File: src/hw/rtl/efla_pkg.sv
// Shared types, constants and request codes of the explicit free list allocator.
// Depends on nothing; every module of the block imports it.
`timescale 1ns / 1ps
package efla_pkg;

   // heap memory geometry
   localparam int HEAP_WORDS = 16384;
   localparam int MEM_AW     = $clog2(HEAP_WORDS);
   localparam int CAP_BYTES  = (HEAP_WORDS * 4 > 65536) ? 65536 : HEAP_WORDS * 4;
   localparam int STEP_W     = $clog2(HEAP_WORDS + 1);

   // byte addresses carry headroom for address + size sums
   localparam int ADDR_W = 18;
   localparam int SIZE_W = 17;
   // tags (size | alloc) and link words never exceed 17 bits
   localparam int WORD_W = 17;

   typedef logic [ADDR_W-1:0] addr_type;
   typedef logic [SIZE_W-1:0] size_type;
   typedef logic [WORD_W-1:0] word_type;
   typedef logic [15:0]       link_type;

   // request codes
   localparam logic [1:0] OP_INIT   = 2'd0;
   localparam logic [1:0] OP_ALLOC  = 2'd1;
   localparam logic [1:0] OP_FREE   = 2'd2;
   localparam logic [1:0] OP_RESIZE = 2'd3;

   // status codes
   localparam logic [1:0] ST_OK      = 2'd0;
   localparam logic [1:0] ST_NOSPACE = 2'd1;
   localparam logic [1:0] ST_NONE    = 2'd2;

   localparam size_type CHUNK_RESET = size_type'(1 << 12);
   localparam size_type SPLIT_MIN   = size_type'(24);
   localparam size_type MIN_BLOCK   = size_type'(16);
   localparam addr_type CAP_ADDR    = addr_type'(CAP_BYTES);
   localparam addr_type AVAIL_INIT  = addr_type'((CAP_BYTES - 16) & ~7);

   typedef struct packed {
      logic [1:0]  opcode;
      logic [15:0] req_size;
      logic [15:0] block_addr;
   } req_type;

   typedef struct packed {
      logic [15:0] result_addr;
      logic [1:0]  status;
      logic [15:0] copy_src;
      logic [15:0] copy_bytes;
   } rsp_type;

   // one access per cycle to the heap memory
   typedef struct packed {
      logic     we;
      addr_type addr;
      word_type wdata;
   } mem_req_type;

   // shared add / subtract unit
   typedef struct packed {
      addr_type a;
      addr_type b;
      logic     sub;
   } alu_req_type;

   typedef struct packed {
      addr_type y;
      logic     neg;
   } alu_rsp_type;

   // clear the low three bits
   function automatic addr_type align8(addr_type v);
      return v & ~addr_type'(7);
   endfunction

endpackage

File: src/hw/rtl/efla_alu.sv
// Shared adder / subtractor of the allocator, used by the sequencer steps.
// Depends on efla_pkg.
`timescale 1ns / 1ps
module efla_alu (
   input  efla_pkg::alu_req_type alu_req,
   output efla_pkg::alu_rsp_type alu_rsp
);
   import efla_pkg::*;

   logic [ADDR_W:0] wide;

   // one add or subtract; borrow reports a < b
   always_comb begin
      if (alu_req.sub) begin
         wide = {1'b0, alu_req.a} - {1'b0, alu_req.b};
      end else begin
         wide = {1'b0, alu_req.a} + {1'b0, alu_req.b};
      end
      alu_rsp.y   = wide[ADDR_W-1:0];
      alu_rsp.neg = alu_req.sub & wide[ADDR_W];
   end

endmodule

File: config.mk
export PLATFORM = sky130hd
export DESIGN_NAME = efla_alu
export DESIGN_NICKNAME = d
export VERILOG_FILES = /design/src/hw/rtl/efla_pkg.sv /design/src/hw/rtl/efla_alu.sv
export SDC_FILE = /design/constraint.sdc
export NUM_CORES = 1
export LEC_CHECK = 0
export ABC_AREA = 1
export BUFFER_PORTS_ARGS = -buffer_cell sky130_fd_sc_hd__buf_2
export CAP_MARGIN = 20
export CELL_PAD_IN_SITES_DETAIL_PLACEMENT = 0
export CELL_PAD_IN_SITES_GLOBAL_PLACEMENT = 1
export CORE_MARGIN = 4
export CORE_UTILIZATION = 36
export DETAILED_ROUTE_END_ITERATION = 8
export GPL_TIMING_DRIVEN = 0
export PLACE_DENSITY_LB_ADDON = 0.1
export SLEW_MARGIN = 40
export SYNTH_ARGS = -nofsm -noshare
export SYNTH_HDL_FRONTEND = slang
export SYNTH_SLANG_ARGS = --single-unit
File: constraint.sdc
create_clock -name vclk -period 10
set_clock_uncertainty 0.15 [all_clocks]
set_input_delay 2 -clock vclk [all_inputs]
set_output_delay 2 -clock vclk [all_outputs]
set_load 0.1 [all_outputs]
### After elaboration in Yosys (flattened, before gate mapping)

Cells that the tools add are included.

| word-level totals | value |
|---|---|
| input port bits | 37 |
| word-level logic and storage cells | 4 |
| output and inout port bits | 19 |
| bits in registers | 0 |

| cells by class | value |
|---|---|
| add/sub/neg operators | 2 |
| mux-type cells | 1 |
| bitwise logic cells | 1 |

Operators by type and width:

| kind | number |
|---|---|
| 18-bit by 18-bit adder with 19-bit output | 1 |
| 19-bit two-way mux | 1 |
| 18-bit by 18-bit subtractor with 19-bit output | 1 |
| 1-bit AND | 1 |

### Logic depth before layout (Yosys ltp)

Gate-level depths: netlist (run 1).

| logic depth | value |
|---|---|
| word-level depth | 3 |
| depth in mapped cells | 18 |
| depth with buffers taken out | 18 |

### Worst setup path after synthesis (run 1)

OpenSTA, ideal clock, no wires.

| path | value |
|---|---|
| path type | in2out |
| start point | input alu_req[1] in the netlist's numbering |
| end point | output alu_rsp[0] in the netlist's numbering |
| slack | 2.699 ns |
| path buffers | 0 |
| stages | 16 |
| arrival | 5.151 ns |
| required time | 7.850 ns |
| cells stage by stage | inv_1 -> ha_1 -> nand3_1 -> o21ai_2 -> o21ai_0 -> xnor2_1 -> ha_1 -> nand2_1 -> inv_1 -> nand2_1 -> nand2_1 -> inv_1 -> nor2_1 -> nor2_1 -> nand2_2 -> a21oi_1 |

RTL lines:

| what | RTL line | text |
|---|---|---|
| start: declaration | efla_alu.sv:5 | `input efla_pkg::alu_req_type alu_req,` |
| end: declaration | efla_alu.sv:6 | `output efla_pkg::alu_rsp_type alu_rsp` |

==> results of run 1 <==
[per-stage QoR]
stage                     cells  total power [mW]
final                       410             0.297
after global routing        410             0.321
after CTS                   410             0.299
after detailed placement    410             0.299
after global placement      410             0.298
after floorplan             304             0.250
[critical path: cells and delay by family]
| kind | cells | cell delay (ns) |
|---|---|---|
| adder cells (fa/ha/maj) | 2 | 0.53 |
| buffers and inverters | 5 | 0.83 |
| AND/OR/NAND/NOR | 7 | 0.59 |
| XOR/XNOR | 1 | 0.15 |
| AO/OA/AOI/OAI | 3 | 0.50 |
[how the worst max path moves through the flow]
stage                             end  slack, ns  cells past startpoint
after global placement    alu_rsp[18]       3.22                     16
after global routing       alu_rsp[0]       2.94                     18
final                      alu_rsp[0]       3.23                     18
after floorplan            alu_rsp[0]       2.70                     16
after CTS                 alu_rsp[18]       3.20                     16
after detailed placement  alu_rsp[18]       3.20                     15
[cells in the final DEF (no fill, tap or decap)]
cell type / n
inv_2: 1
nand2_1: 102
nor2_2: 2
xor2_1: 16
nand2_2: 4
fa_1: 1
clkinv_1: 1
ha_1: 19
o21ai_2: 2
nor2_1: 32
nand3_1: 25
o21ai_1: 1
inv_1: 54
o211ai_1: 1
nor2_4: 1
a21oi_1: 18
nand3_2: 2
clkbuf_1: 1
and2_1: 1
o21ai_0: 10
buf_2: 57
nand4_1: 1
nor3_1: 2
nand3b_1: 1
xnor2_1: 5
[cell families (layout without fill, tap and decap cells)]
logic type / Yosys count / count (layout) / synth area share
simple gates: 173 / 173 / 0.467
compound gates: 32 / 32 / 0.109
fa+ha+maj: 20 / 20 / 0.165
buf+inv: 58 / 114 / 0.141
xor+xnor: 21 / 21 / 0.118
[power by group through the flow]
stage	clock network (mW)	logic (mW)	registers (mW)
final	0	0.297	0
after global routing	0	0.321	0
after CTS	0	0.299	0
after detailed placement	0	0.299	0
after global placement	0	0.298	0
after floorplan	0	0.250	0
[synthesized netlist by cell type (2+ instances only)]
cell / n / area, um^2
o21ai_0: 10 / 50.1
nor2_1: 32 / 120
nor2_2: 2 / 12.5
nand3_1: 25 / 125
nor3_1: 2 / 10.0
xor2_1: 16 / 140
o21ai_2: 2 / 17.5
inv_1: 54 / 203
nand3_2: 2 / 20.0
a21oi_1: 18 / 90.1
xnor2_1: 5 / 43.8
nand2_1: 102 / 383
ha_1: 19 / 238
nand2_2: 4 / 25.0
[metal layers]
layer  track usage  routed length [um]  up-vias
met5             0                   0        -
met4       0.00805                  29        0
met3       0.00684                 211        2
met2         0.294                1940       42
met1         0.234                2090      771
li1              -                   -     1061
[final cells by class]
cell class         instances  share of cell area
plain buffers              2             0.00461
inverters                 56               0.111
multi-input cells        246               0.704
well taps                 50              0.0329
repair buffers            56               0.147
==> reports/qor.yml, run 1 <==
status: "complete, no violations"
drtAntennaViolNets: 0
dp_hpwl_mm: 3.94
critPathSlowestCell: "buf_2"
crit_fanout: 4
hold_viol: 0
synth_warnings: 0
holdPathStages: 5
die_x_um: 73.8
pin_count: 56
startpoint: "alu_req[1]"
drive_gt1_frac: 0.192
whs_ns: 4.40
worst_slew_pin_slew_ns: 0.490
drc: 0
fin_nets: 419
rows: 23
dieArea_um2: 5440
io_buffers: 56
initial_core_util: 0.381
num_antenna_cells: 0
path_class: "in2out"
grt_pass1_wl_mm: 7.42
synthesis.instances: 304
rsz0062_at_grt: "false"
critPathArrivalTime_ns: 4.62
clock_buffers: 0
combPwrFrac: 1.000
n_fill_cell: 501
min_from: "alu_req[19]"
hold_path_end: "alu_rsp[1]"
critical_path_required_ns: 7.85
avgSynthCellArea_um2: 5.12
postCtsResizedCells: 0
final_core_util: 0.465
power.internal_mw: 0.0594
fmax_mhz: 148
final_area_um2: 1900
cts_setup_buffers: 0
worstPathCellList: "buf_2 > inv_1 > ha_1 > nand3_1 > o21ai_2 > o21ai_0 > xnor2_1 > ha_1 > nand2_1 > inv_1 > nand2_1 > nand2_1 > inv_1 > nor2_1 > nor2_1 > nand2_2 > a21oi_1 > buf_2"
placed_area_um2: 1900
grt_use_total: 0.167
drt_wl_total_mm: 4.27
p_sw_frac: 0.800
coreArea_um2: 4090
vias: 1876
wl_per_cell_um: 10.4
fin_ws_ns: 3.23
peakVddDrop_mv: 0.0927
grt_pass1_vias: 1755
area_growth_pct: 22.0
min_period_ns: 6.77
antenna_found_initial: 0
drv_slew: 0
dpl_worst_slack_ns: 3.20
viasPerCell: 4.58
cap_violations: 0
gp_congestion: 0.827
synthesis.nets: 361
p_switching_mw: 0.237
syn_area_um2: 1560
synth_seq_area_share: 0
register_area_um2: 0
drt-pass1-iter-count: 4
setup-violations-final: 0
drt-initial-drc-count: 52
cp-end-kind: "primary output"
multiInputGateArea_um2: 1340
finalSetupTns_ns: 0
hold_path.class: "in2out"
synthDistinctLibCells: 25
start_kind: "input pin"
seq_cells: 0
p_per_area_nw_per_um2: 156
grt_max_degree: 11
hold_buffers: 0
period_share: 0.677
clkPwrFrac: 0
power.share.sequential: 0
maxSlewHeadroom: 0.676
die_h_um: 73.8
grt-ovfl-total: 0
leakagePower_nw: 1.18
slowest_delay_ns: 0.44
No activity file was read; power rests on OpenSTA's default activity.
==> inputs of run 2 (changes only) <==
--- a/config.mk
+++ b/config.mk
@@ -11,7 +11,7 @@
 export CELL_PAD_IN_SITES_DETAIL_PLACEMENT = 0
 export CELL_PAD_IN_SITES_GLOBAL_PLACEMENT = 1
 export CORE_MARGIN = 4
-export CORE_UTILIZATION = 36
+export CORE_UTILIZATION = 30
 export DETAILED_ROUTE_END_ITERATION = 8
 export GPL_TIMING_DRIVEN = 0
 export PLACE_DENSITY_LB_ADDON = 0.1
==> constraint.sdc (replaced) <==
create_clock -name vclk -period 5.9
set_clock_uncertainty 0.15 [all_clocks]
set_input_delay 1.18 -clock vclk [all_inputs]
set_output_delay 1.18 -clock vclk [all_outputs]
set_load 0.1 [all_outputs]
==> run 2 against run 1 <==
Global-route usage decreased by 2.3 points. Non-clock buffer count did not move. Critical path depth shrank 2. Largest power group unchanged.
==> reports/qor.yml, run 2 (synthesized netlist as in run 1, its figures left out) <==
status: "complete, no violations"
worstPathCellList: "buf_2 > inv_1 > ha_1 > nand3_1 > o21ai_2 > o21ai_0 > xnor2_1 > ha_1 > nand2_1 > inv_1 > a21oi_1 > nand3_2 > nand2_1 > nand3_1 > nand2_1 > buf_2"
fmax_mhz: 193
pin_count: 56
num_antenna_cells: 0
postCtsResizedCells: 0
io_buffers: 56
whs_ns: 2.75
clock_buffers: 0
coreArea_um2: 4880
grt_pass1_vias: 1786
cap_violations: 0
grt_pass1_wl_mm: 7.70
grt_use_total: 0.144
initial_core_util: 0.319
hold_viol: 0
min_period_ns: 5.19
p_sw_frac: 0.801
slowest_delay_ns: 0.42
rows: 25
final_cell_mix: "nand2_1 (102), buf_2 (57), inv_1 (54), nor2_1 (32), nand3_1 (25)"
p_switching_mw: 0.405
clkPwrFrac: 0
maxSlewHeadroom: 0.676
wl_per_cell_um: 10.5
gp_congestion: 0.802
fin_nets: 419
worst_slew_pin_slew_ns: 0.489
seq_cells: 0
cp-end-kind: "primary output"
leakagePower_nw: 1.18
power.share.sequential: 0
dieArea_um2: 6410
hold_buffers: 0
start_kind: "input pin"
die_x_um: 80.1
die_h_um: 80.1
cts_setup_buffers: 0
drt-pass1-iter-count: 4
setup-violations-final: 0
crit_fanout: 4
peakVddDrop_mv: 0.144
finalSetupTns_ns: 0
critical_path_required_ns: 4.57
drv_slew: 0
drive_gt1_frac: 0.192
path_class: "in2out"
drtAntennaViolNets: 0
antenna_found_initial: 0
grt_max_degree: 11
vias: 1872
drt-initial-drc-count: 67
cpMostUsedCell: "nand2_1"
dp_hpwl_mm: 4.11
period_share: 0.879
final_common_cell: "nand2_1"
combPwrFrac: 1.000
critPathSlowestCell: "buf_2"
grt-ovfl-total: 0
p_total_mw: 0.506
rsz0062_at_grt: "false"
p_per_area_nw_per_um2: 263
critPathArrivalTime_ns: 3.86
drc: 0
hold_path.class: "in2out"
drt_wl_total_mm: 4.48
area_growth_pct: 23.4
register_area_um2: 0
power.internal_mw: 0.101
viasPerCell: 4.38
[run 2: cell counts in the layout (fill, tap and decap cells not counted)]
Identical to the previous run, type by type.
[run 2: cell type report]
class                      count  area (um^2)
multi-input combinational    246         1340
fill                         607         2960
timing repair buffer          56          280
buffer                         2         8.76
tap                           67         83.8
inverter                      56          210
[run 2: power groups by stage]
stage / clock [mW] / sequential, mW / combinational, mW
6_report: 0 / 0 / 0.506
5_1_grt: 0 / 0 / 0.543
3_5_place_dp: 0 / 0 / 0.509
3_3_place_gp: 0 / 0 / 0.508
4_1_cts: 0 / 0 / 0.509
2_1_floorplan: 0 / 0 / 0.424
[run 2: layer usage]
metal  GRT usage  up-vias  routed length (um)
met5           0        -                   0
met4           0        0                   0
met3     0.00785        0                 210
met2       0.244       34                1960
met1       0.211      771                2310
li1            -     1067                   -
[run 2: worst paths after layout]
check             cells after the start          end  startpoint
setup / recovery                     16  alu_rsp[14]  alu_req[1]
hold / removal                        4   alu_rsp[1]  alu_req[1]
[run 2: worst max-delay path, delay by kind of cell]
| kind | cells | cell delay, ns |
|---|---|---|
| AO/OA/AOI/OAI | 3 | 0.59 |
| adder cells (fa/ha/maj) | 2 | 0.49 |
| buffers and inverters | 4 | 0.74 |
| XOR/XNOR | 1 | 0.20 |
| AND/OR/NAND/NOR | 6 | 0.68 |
[run 2: stage by stage]
step | util | instance area [um^2] | instances | setup slack, ns
global placement | 0.394 | 1920 | 427 | 0.640
floorplan | - | 1560 | 304 | 0.239
CTS | 0.394 | 1920 | 427 | 0.638
detailed placement | 0.394 | 1920 | 427 | 0.641
global route | 0.394 | 1920 | 427 | 0.419
finish | 0.394 | 1920 | 427 | 0.712
