$ cat src/hw/rtl/efla_pkg.sv
// Shared types, constants and request codes of the explicit free list allocator.
// Depends on nothing; every module of the block imports it.
`timescale 1ns / 1ps
package efla_pkg;

   // heap memory geometry
   localparam int HEAP_WORDS = 16384;
   localparam int MEM_AW     = $clog2(HEAP_WORDS);
   localparam int CAP_BYTES  = (HEAP_WORDS * 4 > 65536) ? 65536 : HEAP_WORDS * 4;
   localparam int STEP_W     = $clog2(HEAP_WORDS + 1);

   // byte addresses carry headroom for address + size sums
   localparam int ADDR_W = 18;
   localparam int SIZE_W = 17;
   // tags (size | alloc) and link words never exceed 17 bits
   localparam int WORD_W = 17;

   typedef logic [ADDR_W-1:0] addr_type;
   typedef logic [SIZE_W-1:0] size_type;
   typedef logic [WORD_W-1:0] word_type;
   typedef logic [15:0]       link_type;

   // request codes
   localparam logic [1:0] OP_INIT   = 2'd0;
   localparam logic [1:0] OP_ALLOC  = 2'd1;
   localparam logic [1:0] OP_FREE   = 2'd2;
   localparam logic [1:0] OP_RESIZE = 2'd3;

   // status codes
   localparam logic [1:0] ST_OK      = 2'd0;
   localparam logic [1:0] ST_NOSPACE = 2'd1;
   localparam logic [1:0] ST_NONE    = 2'd2;

   localparam size_type CHUNK_RESET = size_type'(1 << 12);
   localparam size_type SPLIT_MIN   = size_type'(24);
   localparam size_type MIN_BLOCK   = size_type'(16);
   localparam addr_type CAP_ADDR    = addr_type'(CAP_BYTES);
   localparam addr_type AVAIL_INIT  = addr_type'((CAP_BYTES - 16) & ~7);

   typedef struct packed {
      logic [1:0]  opcode;
      logic [15:0] req_size;
      logic [15:0] block_addr;
   } req_type;

   typedef struct packed {
      logic [15:0] result_addr;
      logic [1:0]  status;
      logic [15:0] copy_src;
      logic [15:0] copy_bytes;
   } rsp_type;

   // one access per cycle to the heap memory
   typedef struct packed {
      logic     we;
      addr_type addr;
      word_type wdata;
   } mem_req_type;

   // shared add / subtract unit
   typedef struct packed {
      addr_type a;
      addr_type b;
      logic     sub;
   } alu_req_type;

   typedef struct packed {
      addr_type y;
      logic     neg;
   } alu_rsp_type;

   // clear the low three bits
   function automatic addr_type align8(addr_type v);
      return v & ~addr_type'(7);
   endfunction

endpackage

$ cat src/hw/rtl/efla_seq.sv
// Request sequencer of the allocator: list walks, tags, split, coalesce, growth.
// Depends on efla_pkg; drives efla_alu and efla_mem one step per cycle.
`timescale 1ns / 1ps
module efla_seq (
   input  logic                  clock,
   input  logic                  reset,
   input  logic                  req_valid,
   output logic                  req_ready,
   input  efla_pkg::req_type     req_data,
   output logic                  rsp_valid,
   input  logic                  rsp_ready,
   output efla_pkg::rsp_type     rsp_data,
   input  logic                  csr_valid,
   input  efla_pkg::size_type    csr_data,
   output efla_pkg::alu_req_type alu_req,
   input  efla_pkg::alu_rsp_type alu_rsp,
   output efla_pkg::mem_req_type mem_req,
   input  efla_pkg::word_type    mem_rdata
);
   import efla_pkg::*;

   localparam logic [6:0] S_IDLE = 7'd0,  S_DISP = 7'd1,  S_I0 = 7'd2,   S_I1 = 7'd3;
   localparam logic [6:0] S_I2 = 7'd4,    S_I3 = 7'd5,    S_I4 = 7'd6,   S_I5 = 7'd7;
   localparam logic [6:0] S_I6 = 7'd8,    S_IEND = 7'd9,  S_E0 = 7'd10,  S_E1 = 7'd11;
   localparam logic [6:0] S_E2 = 7'd12,   S_E3 = 7'd13,   S_C0 = 7'd14,  S_C1 = 7'd15;
   localparam logic [6:0] S_C2 = 7'd16,   S_C3 = 7'd17,   S_C4 = 7'd18,  S_C6 = 7'd19;
   localparam logic [6:0] S_CRN = 7'd20,  S_C7 = 7'd21,   S_CT = 7'd22,  S_T0 = 7'd23;
   localparam logic [6:0] S_T1 = 7'd24,   S_T2 = 7'd25,   S_P0 = 7'd26,  S_P1 = 7'd27;
   localparam logic [6:0] S_P2 = 7'd28,   S_L0 = 7'd29,   S_L1 = 7'd30,  S_L2 = 7'd31;
   localparam logic [6:0] S_L3 = 7'd32,   S_A0 = 7'd33,   S_F1 = 7'd34,  S_F2 = 7'd35;
   localparam logic [6:0] S_F3 = 7'd36,   S_F4 = 7'd37,   S_G0 = 7'd38,  S_G1 = 7'd39;
   localparam logic [6:0] S_G2 = 7'd40,   S_G3 = 7'd41,   S_G4 = 7'd42,  S_PL0 = 7'd43;
   localparam logic [6:0] S_PL1 = 7'd44,  S_PL2 = 7'd45,  S_PL3 = 7'd46, S_PL4 = 7'd47;
   localparam logic [6:0] S_PL5 = 7'd48,  S_AOK = 7'd49,  S_OPS = 7'd50, S_V0 = 7'd51;
   localparam logic [6:0] S_V1 = 7'd52,   S_V2 = 7'd53,   S_V3 = 7'd54,  S_FR0 = 7'd55;
   localparam logic [6:0] S_FR1 = 7'd56,  S_RZ0 = 7'd57,  S_RZ1 = 7'd58, S_RZ2 = 7'd59;
   localparam logic [6:0] S_RZ3 = 7'd60,  S_RZ4 = 7'd61,  S_RZ5 = 7'd62, S_AB1 = 7'd63;
   localparam logic [6:0] S_MV1 = 7'd64,  S_MV2 = 7'd65,  S_DONE = 7'd66;

   // control state
   logic [6:0] state_ff, state_in;
   logic       ready_ff, ready_in;
   link_type   fh_ff, fh_in;
   size_type   top_ff, top_in;
   size_type   chunk_ff, chunk_in;
   logic       rsp_valid_ff, rsp_valid_in;
   rsp_type    rsp_data_ff, rsp_data_in;

   // subroutine return points
   logic [6:0] lr_ret_ff, lr_ret_in, co_ret_ff, co_ret_in, t_ret_ff, t_ret_in;
   logic [6:0] al_ret_ff, al_ret_in, ext_ret_ff, ext_ret_in;

   // request and working registers
   logic [1:0]  op_ff, op_in;
   logic [15:0] size_ff, size_in, addr_ff, addr_in;
   link_type    res_ff, res_in, csrc_ff, csrc_in, cbytes_ff, cbytes_in;
   logic [1:0]  st_ff, st_in;
   addr_type    bp_ff, bp_in, nb_ff, nb_in, tb_ff, tb_in, tt_ff, tt_in;
   addr_type    g_ff, g_in, abp_ff, abp_in, lx_ff, lx_in;
   size_type    s_ff, s_in, ps_ff, ps_in, ns_ff, ns_in, tsz_ff, tsz_in;
   size_type    asize_ff, asize_in, pcs_ff, pcs_in, vcs_ff, vcs_in, rem_ff, rem_in;
   logic        pa_ff, pa_in, na_ff, na_in, tal_ff, tal_in, rem_ok_ff, rem_ok_in;
   link_type    lp_ff, lp_in, ln_ff, ln_in, fp_ff, fp_in;
   logic [STEP_W-1:0] steps_ff, steps_in;

   size_type  dsz;
   link_type  d16;
   addr_type  y;
   logic      neg;
   logic      load;

   assign dsz = {mem_rdata[WORD_W-1:3], 3'b000};
   assign d16 = mem_rdata[15:0];
   assign y   = alu_rsp.y;
   assign neg = alu_rsp.neg;

   // shared unit operands per step
   always_comb begin
      alu_req = '{a: '0, b: '0, sub: 1'b0};
      case (state_ff)
         S_I0:  alu_req = '{a: addr_type'(chunk_ff), b: addr_type'(7), sub: 1'b0};
         S_I1:  alu_req = '{a: g_ff, b: addr_type'(16), sub: 1'b1};
         S_I2:  alu_req = '{a: AVAIL_INIT, b: g_ff, sub: 1'b1};
         S_I4:  alu_req = '{a: '0, b: addr_type'(4), sub: 1'b0};
         S_I5:  alu_req = '{a: '0, b: addr_type'(8), sub: 1'b0};
         S_I6:  alu_req = '{a: '0, b: addr_type'(12), sub: 1'b0};
         S_E0:  alu_req = '{a: addr_type'(top_ff), b: addr_type'(4), sub: 1'b1};
         S_E1:  alu_req = '{a: bp_ff, b: g_ff, sub: 1'b0};
         S_E2:  alu_req = '{a: tt_ff, b: addr_type'(8), sub: 1'b1};
         S_E3:  alu_req = '{a: tt_ff, b: addr_type'(4), sub: 1'b1};
         S_C0:  alu_req = '{a: bp_ff, b: addr_type'(4), sub: 1'b1};
         S_C1:  alu_req = '{a: bp_ff, b: addr_type'(dsz), sub: 1'b0};
         S_C2:  alu_req = '{a: bp_ff, b: addr_type'(8), sub: 1'b1};
         S_C3:  alu_req = '{a: nb_ff, b: addr_type'(4), sub: 1'b1};
         S_C4:  alu_req = '{a: bp_ff, b: addr_type'(ps_ff), sub: 1'b1};
         S_C6:  alu_req = '{a: addr_type'(s_ff), b: addr_type'(ps_ff), sub: 1'b0};
         S_C7:  alu_req = '{a: addr_type'(s_ff), b: addr_type'(ns_ff), sub: 1'b0};
         S_T0:  alu_req = '{a: tb_ff, b: addr_type'(4), sub: 1'b1};
         S_T1:  alu_req = '{a: tb_ff, b: addr_type'(tsz_ff), sub: 1'b0};
         S_T2:  alu_req = '{a: tt_ff, b: addr_type'(8), sub: 1'b1};
         S_P0:  alu_req = '{a: bp_ff, b: addr_type'(4), sub: 1'b0};
         S_P1:  alu_req = '{a: addr_type'(fh_ff), b: '0, sub: 1'b0};
         S_P2:  alu_req = '{a: bp_ff, b: '0, sub: 1'b0};
         S_L0:  alu_req = '{a: lx_ff, b: '0, sub: 1'b0};
         S_L1:  alu_req = '{a: lx_ff, b: addr_type'(4), sub: 1'b0};
         S_L2:  alu_req = '{a: addr_type'(lp_ff), b: addr_type'(4), sub: 1'b0};
         S_L3:  alu_req = '{a: addr_type'(ln_ff), b: '0, sub: 1'b0};
         S_A0:  alu_req = '{a: addr_type'(size_ff), b: addr_type'(15), sub: 1'b0};
         S_F1:  alu_req = '{a: addr_type'(fp_ff), b: addr_type'(4), sub: 1'b1};
         S_F2:  alu_req = '{a: addr_type'(dsz), b: addr_type'(asize_ff), sub: 1'b1};
         S_F3:  alu_req = '{a: addr_type'(fp_ff), b: addr_type'(4), sub: 1'b0};
         S_G0:  alu_req = '{a: addr_type'(chunk_ff), b: addr_type'(7), sub: 1'b0};
         S_G1:  alu_req = '{a: g_ff, b: addr_type'(asize_ff), sub: 1'b1};
         S_G2:  alu_req = '{a: CAP_ADDR, b: addr_type'(top_ff), sub: 1'b1};
         S_G3:  alu_req = '{a: tt_ff, b: g_ff, sub: 1'b1};
         S_G4:  alu_req = '{a: g_ff, b: addr_type'(asize_ff), sub: 1'b1};
         S_PL0: alu_req = '{a: bp_ff, b: addr_type'(4), sub: 1'b1};
         S_PL2: alu_req = '{a: addr_type'(pcs_ff), b: addr_type'(asize_ff), sub: 1'b1};
         S_PL4: alu_req = '{a: abp_ff, b: addr_type'(asize_ff), sub: 1'b0};
         S_V0:  alu_req = '{a: addr_type'(addr_ff), b: addr_type'(top_ff), sub: 1'b1};
         S_V1:  alu_req = '{a: addr_type'(addr_ff), b: addr_type'(4), sub: 1'b1};
         S_V2:  alu_req = '{a: addr_type'(addr_ff), b: addr_type'(dsz), sub: 1'b0};
         S_V3:  alu_req = '{a: addr_type'(top_ff), b: tt_ff, sub: 1'b1};
         S_RZ0: alu_req = '{a: nb_ff, b: addr_type'(4), sub: 1'b1};
         S_RZ1: alu_req = '{a: addr_type'(size_ff), b: addr_type'(16), sub: 1'b0};
         S_RZ2: alu_req = '{a: addr_type'(vcs_ff), b: tt_ff, sub: 1'b1};
         S_RZ3: alu_req = '{a: addr_type'(ns_ff), b: addr_type'(vcs_ff), sub: 1'b0};
         S_RZ4: alu_req = '{a: addr_type'(size_ff), b: addr_type'(8), sub: 1'b0};
         S_RZ5: alu_req = '{a: tt_ff, b: addr_type'(tsz_ff), sub: 1'b1};
         S_MV1: alu_req = '{a: addr_type'(vcs_ff), b: addr_type'(8), sub: 1'b1};
         S_MV2: alu_req = '{a: addr_type'(size_ff), b: tt_ff, sub: 1'b1};
         default: alu_req = '{a: '0, b: '0, sub: 1'b0};
      endcase
   end

   // sequencer and datapath next state
   always_comb begin
      state_in = state_ff;   ready_in = ready_ff;   fh_in = fh_ff;     top_in = top_ff;
      chunk_in = csr_valid ? csr_data : chunk_ff;
      lr_ret_in = lr_ret_ff; co_ret_in = co_ret_ff; t_ret_in = t_ret_ff;
      al_ret_in = al_ret_ff; ext_ret_in = ext_ret_ff;
      op_in = op_ff;   size_in = size_ff;   addr_in = addr_ff;
      res_in = res_ff; st_in = st_ff;       csrc_in = csrc_ff; cbytes_in = cbytes_ff;
      bp_in = bp_ff;   nb_in = nb_ff;       tb_in = tb_ff;     tt_in = tt_ff;
      g_in = g_ff;     abp_in = abp_ff;     lx_in = lx_ff;
      s_in = s_ff;     ps_in = ps_ff;       ns_in = ns_ff;     tsz_in = tsz_ff;
      asize_in = asize_ff; pcs_in = pcs_ff; vcs_in = vcs_ff;   rem_in = rem_ff;
      pa_in = pa_ff;   na_in = na_ff;       tal_in = tal_ff;   rem_ok_in = rem_ok_ff;
      lp_in = lp_ff;   ln_in = ln_ff;       fp_in = fp_ff;     steps_in = steps_ff;
      mem_req = '{we: 1'b0, addr: y, wdata: '0};
      load = 1'b0;

      case (state_ff)
         S_IDLE: begin
            if (req_valid) begin
               op_in = req_data.opcode;  size_in = req_data.req_size;
               addr_in = req_data.block_addr;
               res_in = '0; st_in = ST_OK; csrc_in = '0; cbytes_in = '0;
               state_in = S_DISP;
            end
         end
         S_DISP: state_in = (op_ff == OP_INIT || !ready_ff) ? S_I0 : S_OPS;

         // init: clamp chunk, write prologue and epilogue, extend
         S_I0: begin
            g_in = align8(y);  state_in = S_I1;
         end
         S_I1: begin
            if (neg) g_in = addr_type'(16);
            state_in = S_I2;
         end
         S_I2: begin
            if (neg) g_in = AVAIL_INIT;
            state_in = S_I3;
         end
         S_I3: begin
            mem_req.we = 1'b1;  state_in = S_I4;
         end
         S_I4: begin
            mem_req.we = 1'b1; mem_req.wdata = word_type'(9); state_in = S_I5;
         end
         S_I5: begin
            mem_req.we = 1'b1; mem_req.wdata = word_type'(9); state_in = S_I6;
         end
         S_I6: begin
            mem_req.we = 1'b1; mem_req.wdata = word_type'(1);
            fh_in = '0; top_in = size_type'(16); ready_in = 1'b1;
            ext_ret_in = S_IEND; state_in = S_E0;
         end
         S_IEND: state_in = S_OPS;

         // extend heap by g at the old top
         S_E0: begin
            mem_req.we = 1'b1; mem_req.wdata = word_type'(g_ff);
            bp_in = addr_type'(top_ff); state_in = S_E1;
         end
         S_E1: begin
            tt_in = y; state_in = S_E2;
         end
         S_E2: begin
            mem_req.we = 1'b1; mem_req.wdata = word_type'(g_ff); state_in = S_E3;
         end
         S_E3: begin
            mem_req.we = 1'b1; mem_req.wdata = word_type'(1);
            top_in = tt_ff[SIZE_W-1:0]; co_ret_in = ext_ret_ff; state_in = S_C0;
         end

         // coalesce bp with free neighbors, then push it
         S_C0: state_in = S_C1;
         S_C1: begin
            s_in = dsz; nb_in = y; state_in = S_C2;
         end
         S_C2: state_in = S_C3;
         S_C3: begin
            pa_in = mem_rdata[0]; ps_in = dsz; state_in = S_C4;
         end
         S_C4: begin
            na_in = mem_rdata[0]; ns_in = dsz;
            if (!pa_ff) begin
               lx_in = y; lr_ret_in = S_C6; state_in = S_L0;
            end else if (!mem_rdata[0]) begin
               state_in = S_CRN;
            end else begin
               state_in = S_P0;
            end
         end
         S_C6: begin
            s_in = size_type'(y); bp_in = lx_ff;
            state_in = na_ff ? S_CT : S_CRN;
         end
         S_CRN: begin
            lx_in = nb_ff; lr_ret_in = S_C7; state_in = S_L0;
         end
         S_C7: begin
            s_in = size_type'(y); state_in = S_CT;
         end
         S_CT: begin
            tb_in = bp_ff; tsz_in = s_ff; tal_in = 1'b0; t_ret_in = S_P0; state_in = S_T0;
         end

         // header and footer write
         S_T0: begin
            mem_req.we = 1'b1; mem_req.wdata = tsz_ff | word_type'(tal_ff); state_in = S_T1;
         end
         S_T1: begin
            tt_in = y; state_in = S_T2;
         end
         S_T2: begin
            mem_req.we = 1'b1; mem_req.wdata = tsz_ff | word_type'(tal_ff);
            state_in = t_ret_ff;
         end

         // push bp at the list head
         S_P0: begin
            mem_req.we = 1'b1; mem_req.wdata = word_type'(fh_ff); state_in = S_P1;
         end
         S_P1: begin
            mem_req.we = (fh_ff != '0); mem_req.wdata = word_type'(bp_ff[15:0]);
            state_in = S_P2;
         end
         S_P2: begin
            mem_req.we = 1'b1; fh_in = bp_ff[15:0]; state_in = co_ret_ff;
         end

         // unlink lx
         S_L0: state_in = S_L1;
         S_L1: begin
            lp_in = d16; state_in = S_L2;
         end
         S_L2: begin
            ln_in = d16;
            if (lp_ff != '0) begin
               mem_req.we = 1'b1; mem_req.wdata = word_type'(d16);
            end else begin
               fh_in = d16;
            end
            state_in = S_L3;
         end
         S_L3: begin
            mem_req.we = (ln_ff != '0); mem_req.wdata = word_type'(lp_ff);
            state_in = lr_ret_ff;
         end

         // allocate: block size, then first-fit walk
         S_A0: begin
            if (size_ff == '0) begin
               st_in = ST_NONE; res_in = '0; state_in = al_ret_ff;
            end else begin
               asize_in = (size_ff <= 16'd8) ? MIN_BLOCK : size_type'(align8(y));
               fp_in = fh_ff; steps_in = '0; state_in = S_F1;
            end
         end
         S_F1: state_in = (fp_ff == '0 || steps_ff == STEP_W'(HEAP_WORDS)) ? S_G0 : S_F2;
         S_F2: begin
            if (!neg) begin
               bp_in = addr_type'(fp_ff); state_in = S_PL0;
            end else begin
               state_in = S_F3;
            end
         end
         S_F3: begin
            steps_in = steps_ff + 1'b1; state_in = S_F4;
         end
         S_F4: begin
            fp_in = d16; state_in = S_F1;
         end

         // heap growth amount
         S_G0: begin
            g_in = align8(y); state_in = S_G1;
         end
         S_G1: begin
            if (neg) g_in = addr_type'(asize_ff);
            state_in = S_G2;
         end
         S_G2: begin
            tt_in = neg ? '0 : align8(y); state_in = S_G3;
         end
         S_G3: begin
            if (neg) g_in = tt_ff;
            state_in = S_G4;
         end
         S_G4: begin
            if (neg) begin
               st_in = ST_NOSPACE; res_in = '0; state_in = al_ret_ff;
            end else begin
               ext_ret_in = S_PL0; state_in = S_E0;
            end
         end

         // place: unlink, split when the rest is large enough
         S_PL0: begin
            abp_in = bp_ff; state_in = S_PL1;
         end
         S_PL1: begin
            pcs_in = dsz; lx_in = abp_ff; lr_ret_in = S_PL2; state_in = S_L0;
         end
         S_PL2: begin
            rem_in = size_type'(y); rem_ok_in = !neg; state_in = S_PL3;
         end
         S_PL3: begin
            tb_in = abp_ff; tal_in = 1'b1; state_in = S_T0;
            if (rem_ok_ff && rem_ff >= SPLIT_MIN) begin
               tsz_in = asize_ff; t_ret_in = S_PL4;
            end else begin
               tsz_in = pcs_ff; t_ret_in = S_AOK;
            end
         end
         S_PL4: begin
            tb_in = y; tsz_in = rem_ff; tal_in = 1'b0; t_ret_in = S_PL5; state_in = S_T0;
         end
         S_PL5: begin
            bp_in = tb_ff; co_ret_in = S_AOK; state_in = S_C0;
         end
         S_AOK: begin
            res_in = abp_ff[15:0]; st_in = ST_OK; state_in = al_ret_ff;
         end

         // dispatch by opcode
         S_OPS: begin
            case (op_ff)
               OP_ALLOC: begin
                  al_ret_in = S_DONE; state_in = S_A0;
               end
               OP_FREE: state_in = S_V0;
               OP_RESIZE: begin
                  al_ret_in = S_DONE;
                  state_in = (addr_ff == '0) ? S_A0 : S_V0;
               end
               default: state_in = S_DONE;
            endcase
         end

         // block check
         S_V0: begin
            if (addr_ff[2:0] != 3'b000 || addr_ff[15:4] == '0 || !neg) begin
               st_in = ST_NONE; state_in = S_DONE;
            end else begin
               state_in = S_V1;
            end
         end
         S_V1: state_in = S_V2;
         S_V2: begin
            if (!mem_rdata[0] || dsz[SIZE_W-1:4] == '0) begin
               st_in = ST_NONE; state_in = S_DONE;
            end else begin
               vcs_in = dsz; tt_in = y; nb_in = y; state_in = S_V3;
            end
         end
         S_V3: begin
            if (neg) begin
               st_in = ST_NONE; state_in = S_DONE;
            end else if (op_ff == OP_FREE) begin
               state_in = S_FR0;
            end else if (size_ff == '0) begin
               st_in = ST_NONE; state_in = S_FR0;
            end else begin
               state_in = S_RZ0;
            end
         end

         // free addr
         S_FR0: begin
            tb_in = addr_type'(addr_ff); tsz_in = vcs_ff; tal_in = 1'b0;
            t_ret_in = S_FR1; state_in = S_T0;
         end
         S_FR1: begin
            bp_in = addr_type'(addr_ff); co_ret_in = S_DONE; state_in = S_C0;
         end

         // resize: in place, absorb next, or move
         S_RZ0: state_in = S_RZ1;
         S_RZ1: begin
            ns_in = dsz; na_in = mem_rdata[0]; tt_in = y; state_in = S_RZ2;
         end
         S_RZ2: begin
            if (!neg) begin
               res_in = addr_ff; state_in = S_DONE;
            end else begin
               state_in = S_RZ3;
            end
         end
         S_RZ3: begin
            tsz_in = size_type'(y); state_in = S_RZ4;
         end
         S_RZ4: begin
            tt_in = y; state_in = S_RZ5;
         end
         S_RZ5: begin
            if (neg && !na_ff) begin
               lx_in = nb_ff; lr_ret_in = S_AB1; state_in = S_L0;
            end else begin
               al_ret_in = S_MV1; state_in = S_A0;
            end
         end
         S_AB1: begin
            tb_in = addr_type'(addr_ff); tal_in = 1'b1; t_ret_in = S_DONE;
            res_in = addr_ff; state_in = S_T0;
         end
         S_MV1: begin
            tt_in = y;
            state_in = (st_ff != ST_OK) ? S_DONE : S_MV2;
         end
         S_MV2: begin
            cbytes_in = neg ? size_ff : tt_ff[15:0]; csrc_in = addr_ff; state_in = S_FR0;
         end

         // hand over to the result register
         S_DONE: begin
            if (!rsp_valid_ff || rsp_ready) begin
               load = 1'b1; state_in = S_IDLE;
            end
         end
         default: state_in = S_IDLE;
      endcase

      rsp_valid_in = load | (rsp_valid_ff & ~rsp_ready);
      rsp_data_in  = load ? '{result_addr: res_ff, status: st_ff, copy_src: csrc_ff,
                              copy_bytes: cbytes_ff} : rsp_data_ff;
   end

   // control registers
   always_ff @(posedge clock) begin
      if (reset) begin
         state_ff <= S_IDLE;  ready_ff <= 1'b0;  fh_ff <= '0;  top_ff <= '0;
         chunk_ff <= CHUNK_RESET;  rsp_valid_ff <= 1'b0;
      end else begin
         state_ff <= state_in;  ready_ff <= ready_in;  fh_ff <= fh_in;  top_ff <= top_in;
         chunk_ff <= chunk_in;  rsp_valid_ff <= rsp_valid_in;
      end
   end

   // working registers
   always_ff @(posedge clock) begin
      rsp_data_ff <= rsp_data_in;
      lr_ret_ff <= lr_ret_in; co_ret_ff <= co_ret_in; t_ret_ff <= t_ret_in;
      al_ret_ff <= al_ret_in; ext_ret_ff <= ext_ret_in;
      op_ff <= op_in; size_ff <= size_in; addr_ff <= addr_in;
      res_ff <= res_in; st_ff <= st_in; csrc_ff <= csrc_in; cbytes_ff <= cbytes_in;
      bp_ff <= bp_in; nb_ff <= nb_in; tb_ff <= tb_in; tt_ff <= tt_in;
      g_ff <= g_in; abp_ff <= abp_in; lx_ff <= lx_in;
      s_ff <= s_in; ps_ff <= ps_in; ns_ff <= ns_in; tsz_ff <= tsz_in;
      asize_ff <= asize_in; pcs_ff <= pcs_in; vcs_ff <= vcs_in; rem_ff <= rem_in;
      pa_ff <= pa_in; na_ff <= na_in; tal_ff <= tal_in; rem_ok_ff <= rem_ok_in;
      lp_ff <= lp_in; ln_ff <= ln_in; fp_ff <= fp_in; steps_ff <= steps_in;
   end

   assign req_ready = (state_ff == S_IDLE);
   assign rsp_valid = rsp_valid_ff;
   assign rsp_data  = rsp_data_ff;

   // once built, the heap stays built
   assert property (@(posedge clock) disable iff (reset) ready_ff |=> ready_ff)
      else $error("heap lost its initialized flag");

   // the heap never grows past capacity and stays 8-aligned
   assert property (@(posedge clock) disable iff (reset)
      (32'(top_ff) <= CAP_BYTES) && (top_ff[2:0] == 3'b000))
      else $error("heap top out of range");

   // a copy is only reported for a successful move
   assert property (@(posedge clock) disable iff (reset)
      (rsp_valid_ff && rsp_data_ff.copy_bytes != '0) |->
      (rsp_data_ff.status == ST_OK && rsp_data_ff.result_addr != '0))
      else $error("copy reported without a new block");

   // a finished request only leaves once the result slot is free
   assert property (@(posedge clock) disable iff (reset)
      (state_ff == S_DONE && rsp_valid_ff && !rsp_ready) |=> state_ff == S_DONE)
      else $error("result dropped while output stalled");

endmodule

$ cat config.mk
export PLATFORM = sky130hd
export DESIGN_NAME = efla_seq
export DESIGN_NICKNAME = d
export VERILOG_FILES = /design/src/hw/rtl/efla_pkg.sv /design/src/hw/rtl/efla_seq.sv
export SDC_FILE = /design/constraint.sdc
export NUM_CORES = 1
export LEC_CHECK = 0
export BUFFER_PORTS_ARGS = -buffer_cell sky130_fd_sc_hd__buf_2
export CAP_MARGIN = 20
export CORE_MARGIN = 4
export CORE_UTILIZATION = 40
export CTS_BUF_LIST = sky130_fd_sc_hd__clkbuf_4
export DETAILED_ROUTE_END_ITERATION = 8
export PLACE_DENSITY = 0.57
export SLEW_MARGIN = 20
export SYNTH_ARGS = -nofsm -noshare
export SYNTH_HDL_FRONTEND = slang
export SYNTH_SLANG_ARGS = --single-unit
$ cat constraint.sdc
create_clock -name clock -period 5.15 [get_ports clock]
set_input_delay 0.2575 -clock clock [delete_from_list [all_inputs] [get_ports clock]]
set_output_delay 0.2575 -clock clock [all_outputs]
set_load 0.01 [all_outputs]
---- Word level (Yosys, flattened, before mapping) ----
Cells that the tools add are included.
cells by class
  add/subtract/negate cells ............... 1
  $lt $le $gt $ge ......................... 2
  equal/unequal tests ..................... 91
  multiplexer cells ....................... 81
  bitwise operators ....................... 6
  reduce and logical (&&, ||, !) cells .... 82
operators with widths
  operator                                        number
  case mux 37 bit (46 select lines)               1
  case mux 7 bit (60 select lines)                1
  == test 7 x 6 -> 1 bit (second input constant)  32
  case mux 18 bit (5 select lines)                2
  two-way mux 18 bit                              9
  case mux 18 bit (4 select lines)                2
  case mux 17 bit (8 select lines)                1
  two-way mux 16 bit                              8
  == test 7 x 5 -> 1 bit (second input constant)  16
  case mux 16 bit (2 select lines)                3
  case mux 16 bit (6 select lines)                1
  two-way mux 7 bit                               13
  case mux 17 bit (5 select lines)                1
  case mux 17 bit (2 select lines)                2
  == test 7 x 4 -> 1 bit (second input constant)  8
  case mux 18 bit (3 select lines)                1
  logical NOT 16 bit                              3
  case mux 16 bit (3 select lines)                1
  nonzero test 16 bit                             3
  case mux 7 bit (3 select lines)                 2
  inequality test 2 bit (second input constant)   20
  case mux 18 bit (2 select lines)                1
  case mux 7 bit (5 select lines)                 1
  case mux 15 bit (2 select lines)                1
  49 further kinds                                130
storage, ports and cells
  flip-flop bits (word level) ............. 545
  input port bits ......................... 92
  logic and storage cells ................. 309

---- Longest topological paths before layout ----
  word-level depth ........................ 5
  gate-level depth with buffers ........... 11

---- Worst setup path before layout ----
OpenSTA, ideal clock, no wires.
  path kind ............................... register to register
  start point ............................. reg state_ff[3]
  end point ............................... reg rsp_data_ff, in the netlist rsp_data[0] (enable)
  library setup time ...................... 0.463 ns
  arrival ................................. 3.575 ns
  required time ........................... 4.687 ns
  path slack .............................. 1.111 ns
  stages on the path, launching flop included .. 7
  path buffers ............................ 3
  path through ............................ dfxtp_1 -> buf_2 -> buf_4 -> buf_6 -> nor4b_4 -> nand3_1 -> nor2b_1
on the way
  cells in the longest elaborated chain, start to end .. 2
ends and longest elaborated chain
  item                    RTL line         text
  from (decl)             efla_seq.sv:41   logic [6:0] state_ff, state_in;
  from (signal assigned)  efla_seq.sv:468  state_ff <= state_in; ready_ff <= ready_in; fh_ff <= fh_in; top_ff <= top_in;
  == test 7 bit           efla_seq.sv:153  case (state_ff)
  two-way mux 1 bit       efla_seq.sv:153
  named net load          efla_seq.sv:70   logic load;
  to (signal assigned)    efla_seq.sv:475  rsp_data_ff <= rsp_data_in;
  to (decl)               efla_seq.sv:47   rsp_type rsp_data_ff, rsp_data_in;
The timed path passes the listed nets, and every way through them passes these cells.
A chain may end at the register's enable or synchronous reset.

==> impl_metrics.tcl <==
set metrics [dict create \
    failed_checks "DRC" \
    synth_area_sq_um 26200 \
    port_buffers 216 \
    cts_buffers 145 \
    grt_pass1_wl_microns 206000 \
    first_global_vias 24700 \
    cts_max_path_buffers 3 \
    seq_area_frac_synth_pct 57.9 \
    clkSinkCount 526 \
    layout_common_cells "edfxtp_1 (467), clkbuf_4 (226), nand2_1 (221)" \
    root_buffer "clkbuf_4" \
    p_leak_nw 11.5 \
    crit_fanout 42 \
    num_rows 93 \
    synth-seq-cells 526 \
    setup_tns_ns 0 \
    final_common_cell "edfxtp_1" \
    setup_viol 0 \
    r2r_start "state_ff[1]$_SDFFE_PP0P_" \
    gr-total-overflow 0 \
    netlist_instances 2237 \
    slowest_stage "dfxtp_2" \
    ys.warnings.count 0 \
    peakVddDrop_mv 0.235 \
    clk_latency_ns 1.02 \
    io_pins 217 \
    power_density_nw_per_um2 353 \
    dp.final_hpwl_microns 110000 \
    r2r-end "g_ff[9]$_DFFE_PP_" \
    crit_type "reg2out" \
    tightest_slew_ns 1.23 \
    startpoint_type "register" \
    syn_avg_cell_area_sq_um 11.7 \
    cp.arrival_ns 4.77 \
    synth_edf_count 467 \
    cpPeakStageDelay_ns 0.91 \
    ys.flop_type "edfxtp_1" \
    hold_viol 0 \
    period_share_pct 97.6 \
    crit_top_cell "buf_4" \
    initial_core_util_pct 40.6 \
    synthDistinctLibCells 95 \
    path_clk_slew_ns 0.07 \
    finalPower_mw 11.3 \
    fillCellCount 5975 \
    slew_violations 0 \
    h-tree-depth 4 \
    grt_max_degree 51 \
    grt_use_total_pct 42.3 \
    area_delta_synth_final_pct 22.0 \
    drtPass1Iterations 9 \
    nets 2778 \
    cap_viol_max_count 0 \
    final.setup.worst_slack_ns 0.122 \
    vias 25400 \
    hold_class "in2reg" \
    die_y_microns 264 \
    layout_min_cycle_time_ns 5.03 \
    outcome "finished, violations left" \
    holdPathEnd "lp_ff[2]$_DFFE_PN_" \
    cp_cell_sequence "buf_4 -> nand4bb_2 -> o22ai_1 -> buf_4 -> or4_1 -> nor4_1 -> o21ai_1 -> buf_2" \
    hold_depth 2 \
    relSlewSlack_pct 18.0 \
    grt_setup_unrepaired "false" \
    finClkSkew_ns 0.0680 \
    gp_congestion 1.09 \
    async_flop_share_pct 0 \
    viasPerCell 6.94 \
    placed_cells 3242 \
    endpoint_kind "output port" \
    drtIter0Drc 4703 \
    netlist.area_leader.share_pct 53.4 \
    synth.largest_area_cell "edfxtp_1" \
    drive_above_1_share_pct 24.8 \
    ant_nets 0 \
    finalNonFillerCells 3659 \
    dieArea_sq_um 69800 \
    drc 1 \
    routed_wl_microns 153000 \
    worst_ep_required_time_ns 4.89 \
    synth.top_cells.by_area "edfxtp_1 (53%), a22oi_1 (6.2%), dfxtp_1 (4.5%)" \
    cts_tree "yes" \
    rrSetupSlack_ns 1.21 \
    wire_per_inst_microns 41.7 \
    hold_start "mem_rdata[2]" \
    antenna_found_initial 7 \
    reg2reg_depth 7 \
    synth_nets 2331 \
    core_region_area_sq_um 64700 \
    die_w_microns 264 \
    dp_worst_setup_slack_ns 0.985 \
    timing.fmax_mhz 199 \
]
-- what timing repair did --
action / 4_1_cts / 5_1_grt
setup buffers: 0 / 0
pin swaps: 0 / 0
endpoints found under the hold margin: 331 / 0
hold buffers: 150 / 0
setup endpoints to repair: 1 / 6
resized for setup: 2 / 3
-- cells by family (layout without fill, tap and decap cells) --
group | Yosys count | after routing | share of synthesized area [%]
buf+inv | 216 | 774 | 4.13
mux | 79 | 79 | 3.16
simple gates | 706 | 706 | 14.0
xor+xnor | 14 | 14 | 0.496
flops | 526 | 526 | 57.9
compound gates | 694 | 694 | 20.2
fa+ha+maj | 2 | 2 | 0.0954
other cells | 0 | 9 | 0
-- Yosys cell counts (42+ instances only) --
library cell	number
a21oi_1	73
nand2_1	221
edfxtp_1	467
clkbuf_1	55
nand4_1	50
a22o_1	71
mux2i_1	48
a221oi_1	42
buf_2	87
nor2_1	163
a22oi_1	215
and2_1	52
dfxtp_1	59
o21ai_0	54
nand3_1	43
-- worst max path at each step --
stage / cells past startpoint / end / start / slack [ns]
2_1_floorplan: 6 / rsp_data[0]$_DFFE_PP_ / state_ff[3]$_SDFFE_PP0P_ / 1.11
3_3_place_gp: 7 / alu_req[0] / state_ff[2]$_SDFFE_PP0P_ / 1.04
3_5_place_dp: 7 / alu_req[0] / state_ff[2]$_SDFFE_PP0P_ / 0.99
4_1_cts: 7 / alu_req[0] / state_ff[3]$_SDFFE_PP0P_ / 0.01
5_1_grt: 8 / alu_req[0] / state_ff[0]$_SDFFE_PP0P_ / 0.05
6_report: 8 / alu_req[0] / state_ff[0]$_SDFFE_PP0P_ / 0.12
-- power breakdown --
group / leakage, nW / internal (mW) / total, mW / switching, mW
sequential: 4.73 / 5.04 / 5.50 / 0.463
combinational: 5.59 / 0.554 / 1.70 / 1.15
clock: 1.15 / 2.15 / 4.09 / 1.94
-- sequential cells by signal (all words and copies together) (netlist names), 18 cells and up --
signal	cells
tt_ff	18
bp_ff	18
lx_ff	18
rsp_data	50
abp_ff	18
nb_ff	18
tb_ff	18
g_ff	18
-- cell type report --
class	instances	area (sq um)	area share [%]
clock inverter	32	245	0.766
timing repair buffer	487	3530	11.0
sequential	526	15200	47.5
antenna	9	22.5	0.0704
tap	855	1070	3.34
multi-input combinational	1495	10100	31.6
inverter	29	109	0.340
clock buffer	226	1700	5.30
-- per-stage QoR --
| stage | cell area (sq um) | utilization, % | hold slack (ns) |
|---|---|---|---|
| floorplan | 26200 | - | 0.356 |
| global placement | 28500 | 44.1 | 0.402 |
| detailed placement | 28500 | 44.1 | 0.405 |
| CTS | 32000 | 49.4 | 0.00774 |
| global route | 32000 | 49.5 | 0.0452 |
| finish | 32000 | 49.5 | 0.0811 |
-- critical path, delay by kind of cell (launching register included) --
kind            cells  cell delay, ns
simple gates        3            1.69
flops               1            0.91
buf+inv             3            0.85
compound gates      2            0.29
-- layer usage --
layer	track usage (%)	wire, microns
met1	50.6	53900
met2	64.2	66500
met3	11.9	16500
met4	33.3	15600
met5	0	19
No activity file was read; power rests on OpenSTA's default activity.
